File: src/mtdu_pkg.sv
// ----------------------------------------------------------------------------
// mtdu_pkg
// Shared constants, types and helper functions of the MT19937 draw unit.
// ----------------------------------------------------------------------------
package mtdu_pkg;

  // twister geometry
  localparam int unsigned TW_N   = 624;
  localparam int unsigned TW_M   = 397;
  localparam int unsigned RAM_AW = $clog2(TW_N);
  localparam int unsigned IDX_W  = 10;

  localparam logic [31:0] TW_MATRIX    = 32'h9908_B0DF;
  localparam logic [31:0] TW_INIT_MULT = 32'd1812433253;
  localparam logic [31:0] SEED_RESET   = 32'd5489;
  localparam logic [31:0] TEMPER_B     = 32'h9D2C_5680;
  localparam logic [31:0] TEMPER_C     = 32'hEFC6_0000;

  localparam logic [RAM_AW-1:0] LAST_ADDR = RAM_AW'(TW_N - 1);
  localparam logic [IDX_W-1:0]  IDX_EMPTY = IDX_W'(TW_N);

  // uniform fraction: (hi >> 5) * 2^26 + (lo >> 6)
  localparam int unsigned UNIF_HI_SHIFT = 5;
  localparam int unsigned UNIF_LO_SHIFT = 6;
  localparam int unsigned UNIF_PAD      = 64 - (32 - UNIF_HI_SHIFT) - (32 - UNIF_LO_SHIFT);

  // configuration port
  localparam int unsigned PADDR_W  = 3;
  localparam int unsigned REGIDX_W = PADDR_W - 2;
  localparam logic [REGIDX_W-1:0] REG_SEED = '0;

  // request codes on the input channel
  localparam logic [1:0] OP_RAW  = 2'd0;
  localparam logic [1:0] OP_UNIF = 2'd1;
  localparam logic [1:0] OP_BND  = 2'd2;

  // queue between front and back
  localparam int unsigned QDEPTH = 2;
  localparam int unsigned QPTR_W = $clog2(QDEPTH);

  typedef enum logic [1:0] {
    KIND_RAW,
    KIND_UNIF,
    KIND_BND,
    KIND_ZERO
  } kind_t;

  typedef struct packed {
    kind_t       kind;
    logic [31:0] offset;
    logic [31:0] bound;
    logic [31:0] mask;
  } draw_req_t;

  function automatic logic [31:0] tw_temper(input logic [31:0] w);
    logic [31:0] y;
    y = w ^ (w >> 11);
    y = y ^ ((y << 7) & TEMPER_B);
    y = y ^ ((y << 15) & TEMPER_C);
    y = y ^ (y >> 18);
    return y;
  endfunction

  // all ones from the top set bit down
  function automatic logic [31:0] bound_mask(input logic [31:0] b);
    logic [31:0] m;
    m = b;
    m = m | (m >> 1);
    m = m | (m >> 2);
    m = m | (m >> 4);
    m = m | (m >> 8);
    m = m | (m >> 16);
    return m;
  endfunction

endpackage

File: src/mtdu_front.sv
// ----------------------------------------------------------------------------
// mtdu_front
// Input stage: takes request beats, classifies them and builds the bound mask.
// ----------------------------------------------------------------------------
module mtdu_front (
  input  logic                clk,
  input  logic                rst_n,
  input  logic                in_valid,
  output logic                in_ready,
  input  logic [1:0]          in_op,
  input  logic [31:0]         in_offset,
  input  logic [31:0]         in_upper_bound,
  output logic                push_valid,
  output mtdu_pkg::draw_req_t push_data,
  input  logic                push_full
);
  import mtdu_pkg::*;

  logic      stg_valid_r;
  logic      stg_valid_nxt;
  draw_req_t stg_data_r;
  draw_req_t req;
  logic      take;

  always_comb begin
    req.offset = in_offset;
    req.bound  = in_upper_bound;
    req.mask   = bound_mask(in_upper_bound);
    case (in_op)
      OP_RAW:  req.kind = KIND_RAW;
      OP_UNIF: req.kind = KIND_UNIF;
      OP_BND:  req.kind = (in_upper_bound == '0) ? KIND_ZERO : KIND_BND;
      default: req.kind = KIND_ZERO;
    endcase
  end

  assign in_ready   = !stg_valid_r || !push_full;
  assign take       = in_valid && in_ready;
  assign push_valid = stg_valid_r;
  assign push_data  = stg_data_r;

  always_comb begin
    stg_valid_nxt = stg_valid_r;
    if (take) begin
      stg_valid_nxt = 1'b1;
    end else if (stg_valid_r && !push_full) begin
      stg_valid_nxt = 1'b0;
    end
  end

  always_ff @(posedge clk) begin
    if (!rst_n) begin
      stg_valid_r <= 1'b0;
    end else begin
      stg_valid_r <= stg_valid_nxt;
    end
  end

  always_ff @(posedge clk) begin
    if (take) begin
      stg_data_r <= req;
    end
  end

endmodule

File: config.mk
export PLATFORM = sky130hd
export DESIGN_NAME = mtdu_front
export DESIGN_NICKNAME = d
export VERILOG_FILES = /design/src/mtdu_pkg.sv /design/src/mtdu_front.sv
export SDC_FILE = /design/constraint.sdc
export NUM_CORES = 1
export LEC_CHECK = 0
export ABC_AREA = 1
export BUFFER_PORTS_ARGS = -buffer_cell sky130_fd_sc_hd__buf_2
export CORE_MARGIN = 2
export CORE_UTILIZATION = 49
export CTS_CLUSTER_SIZE = 12
export DETAILED_ROUTE_END_ITERATION = 10
export PLACE_DENSITY = 0.84
export SLEW_MARGIN = 25
export SYNTH_ARGS = -nofsm -noshare
export SYNTH_HDL_FRONTEND = slang
export SYNTH_SLANG_ARGS = --single-unit
File: constraint.sdc
create_clock -name clk -period 9.1 [get_ports clk]
set_input_delay 1.365 -clock clk [delete_from_list [all_inputs] [get_ports clk]]
set_output_delay 1.365 -clock clk [all_outputs]
set_load 0.005 [all_outputs]
==> metrics.csv <==
metric,value,unit
Placer Congestion,0.698,
CTS resizes,0,
CTS Root Cell,clkbuf_8,
CP Launch Point,push_full,
DR WL met2,3830,um
Net Sw Power,0.000186,W
Pint,0.000675,W
CTS Buffer Depth,2,
drt wl/cell,15.1,um
Crit path top cell by count,buf_2,
Clock Skew,5.05,ps
DRC,0,
"antenna viol nets, final",0,
DR top layer,met4,
final core utilization,0.682,
main combinational cell family by area after synthesis,simple AND/OR/NAND/NOR gates,
dominant synthesized flop cell,edfxtp_1,
slowest cell on the critical path,buf_2,
Adder-Cell Fraction of Synth Area,0,
Worst Path Buf+Inv,2,
Clock power frac,0.315,
r2r worst-path depth,2,
metal1 wirelength,2740,um
Comb power frac,0.075,
Crit Path Max Fanout,2,
Area growth syn-to-layout,33.5,%
CTS Buf Count,9,
first-iteration detailed-routing DRC count,71,
CP cell instances,buf_2 -> nand2_1 -> buf_2,
final hold viol count,0,
Hold Worst Slack,553,ps
Seq pwr share,0.610,
Hold Crit Start,push_valid,
crit path kind,primary input to primary output,
full die area,7810,um^2
total power per unit cell area,185,nW/um^2
max-cap violation count,0,
DR vias/cell,4.70,
fill cell count,533,
Max Fclk,0.329,GHz
Mapped Area,3490,um^2
Post-CTS Setup Bufs,0,
peak supply drop,0.0867,mV
Total GRT Usage,0.187,
Compound-Gate Fraction of Synth Area,0.00359,
Tmin final,3040,ps
H-tree levels,3,
Inserted Diodes,0,
Worst-Skew Late Latency,340,ps
share of layout cells above drive strength 1,0.515,
"EDFF count, synth",97,
met3 wire length,718,um
"flops & latches, synth",98,
Synth Area in XOR/XNOR,0,
vias in the first global route,2259,
max_slew headroom,0.436,
Worst setup SP type,primary input,
hold_buf cts,0,
Slew Limit Fails,0,
Initial Util,0.511,
total power,0.000861,W
Post-Route WL,7380,um
asr flop ratio synth,0,
r2r setup slk,7550,ps
Mapped Cells,211,
CP endpoint,in_ready,
Core Area,6830,um^2
largest net degree at the start of global routing,98,
total number of vias,2302,
WP depth,3,
die height,88.4,um
RR Endpoint,push_data[19],
fin nets,460,
crit end category,primary output,
HPWL Detailed,5520,um
Switching Fraction,0.216,
row cnt,30,
most frequent cells in the layout,"buf_2 (169), edfxtp_1 (97), nor2_1 (31)",
Hold Path Class,flop to flop,
io pins,170,
CP Data Required Time,7740,ps
worst-margin pin slew,846,ps
TritonCTS clock tree,built,
IO buf count,169,
"most common cell after layout, fill and taps aside",buf_2,
Die Wd,88.4,um
max incr delay on CP,130,ps
Synth Area in Simple Gates,0.136,
first-pass GRT wire length,10800,um
TNS Setup,0,ps
Syn. warnings,0,
antenna violations before repair,0,
reg2reg start,push_valid,
Syn Nets,281,
Yosys cell types,23,
clock slew at reported path FFs,90,ps
clk sinks,98,
final setup violation count,0,
leakage,1.82,nW
status,finished clean,
Critical Path AT,1680,ps
RSZ-0062 raised after global routing,no,
grt ovf,0,
Synth Area per Inst,16.5,um^2
mux contribution to synthesized area,0,
"CP delay by family, top",buffers and inverters,
First-pass DRT Iterations,4,
"Seq/Total Area, Yosys",0.840,
final worst-path cycle share,0.334,
==> layout make-up <==
type / count / area (um^2) / area share
clock buffer: 9 / 124 / 0.0266
clock inverter: 6 / 66.3 / 0.0142
inverter: 16 / 60.1 / 0.0129
multi-input combinational: 95 / 497 / 0.107
sequential: 98 / 2930 / 0.630
tap: 96 / 120 / 0.0258
timing repair buffer: 170 / 857 / 0.184
==> tightest hold or removal path: stages, from the launching register on <==
cell and delay [ps]:
dfxtp_1 350, nand2_1 80, a21boi_0 70
==> logic make-up (layout without fill, tap and decap cells) <==
| kind of cell | after synthesis | in the layout |
|---|---|---|
| AO/OA/AOI/OAI | 2 | 2 |
| flip-flops | 98 | 98 |
| buffers and inverters | 18 | 201 |
| AND/OR/NAND/NOR | 93 | 93 |
==> metal layers <==
metal | vias to the layer above | track usage
met5 | - | 0
met3 | 10 | 0.0588
met1 | 1080 | 0.219
met2 | 112 | 0.325
met4 | 0 | 0.0689
li1 | 1100 | -
==> power by group through the flow <==
stage               Sequential (W)  Combinational, W  Clock (W)
finish                    0.000525         0.0000643   0.000271
global route              0.000528         0.0000721   0.000291
CTS                       0.000526         0.0000656   0.000276
detailed placement        0.000536         0.0000653          0
global placement          0.000535         0.0000629          0
floorplan                 0.000543         0.0000170          0
==> how the worst min path moves through the flow <==
stage	endpoint	depth (start not counted)
floorplan	push_valid	2
global placement	push_valid	2
detailed placement	push_valid	2
CTS	push_valid	2
global route	push_valid	2
finish	push_valid	2
==> cells in the mapped netlist (2+ instances only) <==
| library cell | n | area [um^2] |
|---|---|---|
| nand2_1 | 29 | 109 |
| edfxtp_1 | 97 | 2910 |
| nor2_4 | 3 | 33.8 |
| nand2_2 | 3 | 18.8 |
| or2_2 | 3 | 18.8 |
| nor3_1 | 2 | 10.0 |
| nand3b_1 | 4 | 30.0 |
| inv_1 | 15 | 56.3 |
| nand4_1 | 3 | 18.8 |
| nor2_1 | 31 | 116 |
| nor2_2 | 4 | 25.0 |
| nand3_1 | 6 | 30.0 |
==> state kept, by name (all words and copies together) (netlist names) <==
register    cells
push_data      97
push_valid      1
==> through the flow <==
step / area (um^2) / std cells / setup WS, ps
after floorplan: 3490 / 211 / 2430
after detailed placement: 4470 / 475 / 6050
after CTS: 4660 / 490 / 6050
after global placement: 4460 / 475 / 6070
final: 4660 / 490 / 6060
after global routing: 4660 / 490 / 6020
No activity file was read; power rests on OpenSTA's default activity.
