### src/mtdu_pkg.sv
// ----------------------------------------------------------------------------
// mtdu_pkg
// Shared constants, types and helper functions of the MT19937 draw unit.
// ----------------------------------------------------------------------------
package mtdu_pkg;

  // twister geometry
  localparam int unsigned TW_N   = 624;
  localparam int unsigned TW_M   = 397;
  localparam int unsigned RAM_AW = $clog2(TW_N);
  localparam int unsigned IDX_W  = 10;

  localparam logic [31:0] TW_MATRIX    = 32'h9908_B0DF;
  localparam logic [31:0] TW_INIT_MULT = 32'd1812433253;
  localparam logic [31:0] SEED_RESET   = 32'd5489;
  localparam logic [31:0] TEMPER_B     = 32'h9D2C_5680;
  localparam logic [31:0] TEMPER_C     = 32'hEFC6_0000;

  localparam logic [RAM_AW-1:0] LAST_ADDR = RAM_AW'(TW_N - 1);
  localparam logic [IDX_W-1:0]  IDX_EMPTY = IDX_W'(TW_N);

  // uniform fraction: (hi >> 5) * 2^26 + (lo >> 6)
  localparam int unsigned UNIF_HI_SHIFT = 5;
  localparam int unsigned UNIF_LO_SHIFT = 6;
  localparam int unsigned UNIF_PAD      = 64 - (32 - UNIF_HI_SHIFT) - (32 - UNIF_LO_SHIFT);

  // configuration port
  localparam int unsigned PADDR_W  = 3;
  localparam int unsigned REGIDX_W = PADDR_W - 2;
  localparam logic [REGIDX_W-1:0] REG_SEED = '0;

  // request codes on the input channel
  localparam logic [1:0] OP_RAW  = 2'd0;
  localparam logic [1:0] OP_UNIF = 2'd1;
  localparam logic [1:0] OP_BND  = 2'd2;

  // queue between front and back
  localparam int unsigned QDEPTH = 2;
  localparam int unsigned QPTR_W = $clog2(QDEPTH);

  typedef enum logic [1:0] {
    KIND_RAW,
    KIND_UNIF,
    KIND_BND,
    KIND_ZERO
  } kind_t;

  typedef struct packed {
    kind_t       kind;
    logic [31:0] offset;
    logic [31:0] bound;
    logic [31:0] mask;
  } draw_req_t;

  function automatic logic [31:0] tw_temper(input logic [31:0] w);
    logic [31:0] y;
    y = w ^ (w >> 11);
    y = y ^ ((y << 7) & TEMPER_B);
    y = y ^ ((y << 15) & TEMPER_C);
    y = y ^ (y >> 18);
    return y;
  endfunction

  // all ones from the top set bit down
  function automatic logic [31:0] bound_mask(input logic [31:0] b);
    logic [31:0] m;
    m = b;
    m = m | (m >> 1);
    m = m | (m >> 2);
    m = m | (m >> 4);
    m = m | (m >> 8);
    m = m | (m >> 16);
    return m;
  endfunction

endpackage

### src/mtdu_fifo.sv
// ----------------------------------------------------------------------------
// mtdu_fifo
// Short request queue between the front and back of the draw unit.
// ----------------------------------------------------------------------------
module mtdu_fifo (
  input  logic                clk,
  input  logic                rst_n,
  input  logic                push_valid,
  input  mtdu_pkg::draw_req_t push_data,
  output logic                full,
  input  logic                pop,
  output logic                q_valid,
  output mtdu_pkg::draw_req_t q_data
);
  import mtdu_pkg::*;

  draw_req_t         mem_r [QDEPTH];
  logic [QPTR_W-1:0] wr_ptr_r;
  logic [QPTR_W-1:0] wr_ptr_nxt;
  logic [QPTR_W-1:0] rd_ptr_r;
  logic [QPTR_W-1:0] rd_ptr_nxt;
  logic [QPTR_W:0]   count_r;
  logic [QPTR_W:0]   count_nxt;
  logic              push_en;
  logic              pop_en;

  assign full    = (count_r == (QPTR_W + 1)'(QDEPTH));
  assign q_valid = (count_r != '0);
  assign q_data  = mem_r[rd_ptr_r];
  assign push_en = push_valid && !full;
  assign pop_en  = pop && q_valid;

  always_comb begin
    wr_ptr_nxt = push_en ? wr_ptr_r + 1'b1 : wr_ptr_r;
    rd_ptr_nxt = pop_en ? rd_ptr_r + 1'b1 : rd_ptr_r;
    count_nxt  = count_r;
    if (push_en && !pop_en) begin
      count_nxt = count_r + 1'b1;
    end else if (pop_en && !push_en) begin
      count_nxt = count_r - 1'b1;
    end
  end

  always_ff @(posedge clk) begin
    if (!rst_n) begin
      wr_ptr_r <= '0;
      rd_ptr_r <= '0;
      count_r  <= '0;
    end else begin
      wr_ptr_r <= wr_ptr_nxt;
      rd_ptr_r <= rd_ptr_nxt;
      count_r  <= count_nxt;
    end
  end

  always_ff @(posedge clk) begin
    if (push_en) begin
      mem_r[wr_ptr_r] <= push_data;
    end
  end

endmodule

### config.mk
export PLATFORM = sky130hd
export DESIGN_NAME = mtdu_fifo
export DESIGN_NICKNAME = d
export VERILOG_FILES = /design/src/mtdu_pkg.sv /design/src/mtdu_fifo.sv
export SDC_FILE = /design/constraint.sdc
export NUM_CORES = 1
export LEC_CHECK = 0
export CAP_MARGIN = 20
export CORE_MARGIN = 2
export CORE_UTILIZATION = 41
export CTS_BUF_LIST = sky130_fd_sc_hd__clkbuf_4 sky130_fd_sc_hd__clkbuf_8
export CTS_CLUSTER_DIAMETER = 150
export DETAILED_ROUTE_END_ITERATION = 10
export DONT_BUFFER_PORTS = 1
export PLACE_DENSITY = 0.62
export SKIP_CTS_REPAIR_TIMING = 1
export SYNTH_ARGS = -nofsm -noshare
export SYNTH_HDL_FRONTEND = slang
export SYNTH_SLANG_ARGS = --single-unit
### constraint.sdc
create_clock -name clk -period 15.45 [get_ports clk]
set_input_delay 2.3175 -clock clk [delete_from_list [all_inputs] [get_ports clk]]
set_output_delay 2.3175 -clock clk [all_outputs]
set_load 0.01 [all_outputs]
==> flow_summary.toml <==
[route]
wl_per_cell_um = 20.13
drcViolationCount = 0
routed_wl_um = 12180
viasPerCell = 5.045
drtIter0Drc = 152
drtPass1Iterations = 4
postRouteAntennaNets = 0
routed-via-count = 3052

[synth]
synth.most_common_cell = "edfxtp_1"
ys_seq_elements = 201
avgSynthCellArea_um2 = 22.37
yosysUniqueCellTypes = 23
synth_nets = 433
yosysSeqAreaShare_pct = 81.10
yosysWarnings = 0
netlist_instances = 330
yosys_most_used_dff = "edfxtp_1"
netlist_area_um2 = 7381
yosysTopAreaCell = "edfxtp_1"
yosysTopAreaCellShare_pct = 79.74
synth_area_leaders = "edfxtp_1, mux2_2, mux2_4"
async_flop_share_pct = 0
synth_edf_count = 196
ys_top_cells_by_count = "edfxtp_1, mux2_2, mux2_4"

[setup_path]
crit_path_end = "q_data[80]"
worstSetupPathType = "flip-flop to output port"
critPathMaxFanout = 59
cp.depth = 2
cp_slowest_cell = "buf_4"
rrSetupSlack_ns = 13.13
max_stage_delay_ns = 0.72
cp-end-kind = "output port"
r2r-end = "mem_r[1][72]$_DFFE_PP_"
critPathTopFamily = "buffers and inverters"
r2r_cells = 3
startpoint_type = "flip-flop"
worst-path-buf-inv = 1
worstReg2RegStart = "count_r[0]$_SDFFE_PN0P_"
arrival_ns = 2.54
crit_path_cell_trace = "buf_4 -> mux2_2"
worst_ep_required_time_ns = 13.13

[power_and_ir_drop]
p_int_mw = 1.045
pwr_density_cell_nw_per_um2 = 171.8
switchingPower_uw = 370.3
p_comb_share_pct = 19.2
power_frac_clock_pct = 30.0
seq_power_share_pct = 50.8
p_sw_share_pct = 26.16
peakVddDrop_uv = 113.0
power_leakage_nw = 2.699

[sta]
period_minus_slack_ns = 4.857
hold_viol_final = 0
max_slew_margin_pct = 33.03
slew_violations = 0
fmax_ghz = 0.2059
timing.clock.skew_ns = 0.009965
fin_crit_sh_pct = 31.44
worst_slew_pin_slew_ns = 1.005
fin_setup_tns_ns = 0
finalSetupViolations = 0
rsz0062_at_grt = "no"

[clock_network]
numCtsBuffers = 31
path_clk_slew_ns = 0.06
htreeDepth = 1
cts_sinks = 201
clk_latency_ns = 0.54
clockRootBuffer = "clkbuf_8"
cts_buffer_depth = 3
cts_tree = "yes"

[outcome]
status = "finished, final reports clean"

[cells_and_area]
fill_cells = 1505
final-instance-count-excl-fill = 605
diodes = 0
drive_above_1_share_pct = 40.69
nets = 459
area_growth_pct = 11.61

[global_route]
gr-total-overflow = 0
grt_pass1_vias = 3311
grt_max_degree = 75
grt_first_pass_wirelength_um = 18270
grt_antenna_before_repair = 0
track_usage_pct = 12.17

[floorplanning]
die-area_um2 = 19090
row_count = 49
ioPinCount = 202
start_util_pct = 41.37
die_y_um = 138.2
coreArea_um2 = 17840
fp.dieW_um = 138.2

[placed_design]
placedCellCount = 552
gp_congestion = 0.6882
io_buffers = 0
post-dp-hpwl_um = 7747

[min_path]
hold_class = "flip-flop to flip-flop"

[run]
cap_violations = 0
## cell usage in the layout (no fill, tap or decap), drive strengths merged
cell / instances
a21boi: 2
and2: 3
and3: 1
buf: 4
bufinv: 2
clkbuf: 41
clkinv: 9
clkinvlp: 1
dfxtp: 5
edfxtp: 196
ha: 1
inv: 2
mux2: 98
nand2b: 1
nor2: 1
nor3: 1
o21a: 1
o21ai: 2
or2: 1
or3: 1
xnor2: 2
xor2: 1
## cell type report
| type | count | area (um^2) | share of cell area, % |
|---|---|---|---|
| inverter | 2 | 7.507 | 0.09113 |
| timing repair buffer | 4 | 30.03 | 0.3645 |
| sequential | 201 | 5989 | 72.71 |
| multi-input combinational | 116 | 1319 | 16.01 |
| clock inverter | 12 | 103.9 | 1.261 |
| clock buffer | 41 | 501.7 | 6.091 |
| tap | 229 | 286.5 | 3.478 |
## power by group through the flow
stage | combinational (mW) | sequential, mW | clock (mW)
final | 0.271 | 0.719 | 0.424
after floorplan | 0.250 | 0.717 | 0
after CTS | 0.279 | 0.721 | 0.443
after global placement | 0.275 | 0.729 | 0
after global routing | 0.290 | 0.728 | 0.463
after detailed placement | 0.278 | 0.732 | 0
## cell families after synthesis
group	count (synthesis)	synth area share [%]
flops	201	81.10
buf+inv	13	1.186
simple gates	9	0.7800
mux	98	15.97
xor+xnor	3	0.3561
fa+ha+maj	1	0.1695
compound gates	5	0.4407
## metrics by stage
| stage | setup WS [ns] | util [%] | power, mW | hold WS, ns | area, um^2 |
|---|---|---|---|---|---|
| 5_1_grt | 10.40 | 46.17 | 1.481 | 0.5736 | 8238 |
| 6_report | 10.59 | 46.17 | 1.415 | 0.5297 | 8238 |
| 4_1_cts | 10.49 | 46.17 | 1.443 | 0.5248 | 8238 |
| 2_1_floorplan | 8.717 | - | 0.9668 | 0.4785 | 7381 |
| 3_5_place_dp | 11.10 | 42.78 | 1.010 | 0.5137 | 7632 |
| 3_3_place_gp | 11.11 | 42.78 | 1.004 | 0.4915 | 7632 |
## worst register-to-register path, cell delays in order, from the launching register on
cell      delay, ns
dfxtp_1        0.41
nand2b_1       0.20
and3_4         0.57
buf_4          0.74
## worst min path at each step
stage	startpoint	cells after the start	endpoint	slack [ns]
floorplan	count_r[1]$_SDFFE_PN0P_	2	count_r[1]$_SDFFE_PN0P_	0.48
global placement	count_r[1]$_SDFFE_PN0P_	2	count_r[1]$_SDFFE_PN0P_	0.49
detailed placement	count_r[1]$_SDFFE_PN0P_	2	count_r[1]$_SDFFE_PN0P_	0.51
CTS	count_r[1]$_SDFFE_PN0P_	2	count_r[1]$_SDFFE_PN0P_	0.52
global route	count_r[1]$_SDFFE_PN0P_	2	count_r[1]$_SDFFE_PN0P_	0.57
finish	count_r[1]$_SDFFE_PN0P_	2	count_r[1]$_SDFFE_PN0P_	0.53
## flip-flops by register name, summed over array words and instances, names as in the netlist, named ones only
| name | count |
|---|---|
| mem_r | 196 |
| count_r | 2 |
| rd_ptr_r | 1 |
| wr_ptr_r | 1 |
## per-layer routing
layer,track usage [%],vias up,routed length [um]
li1,-,1355,-
met3,8.036,20,1737
met1,12.70,1520,4394
met2,19.80,157,5845
met4,4.243,0,200
met5,0,-,0
(Power assumes the default switching activity.)
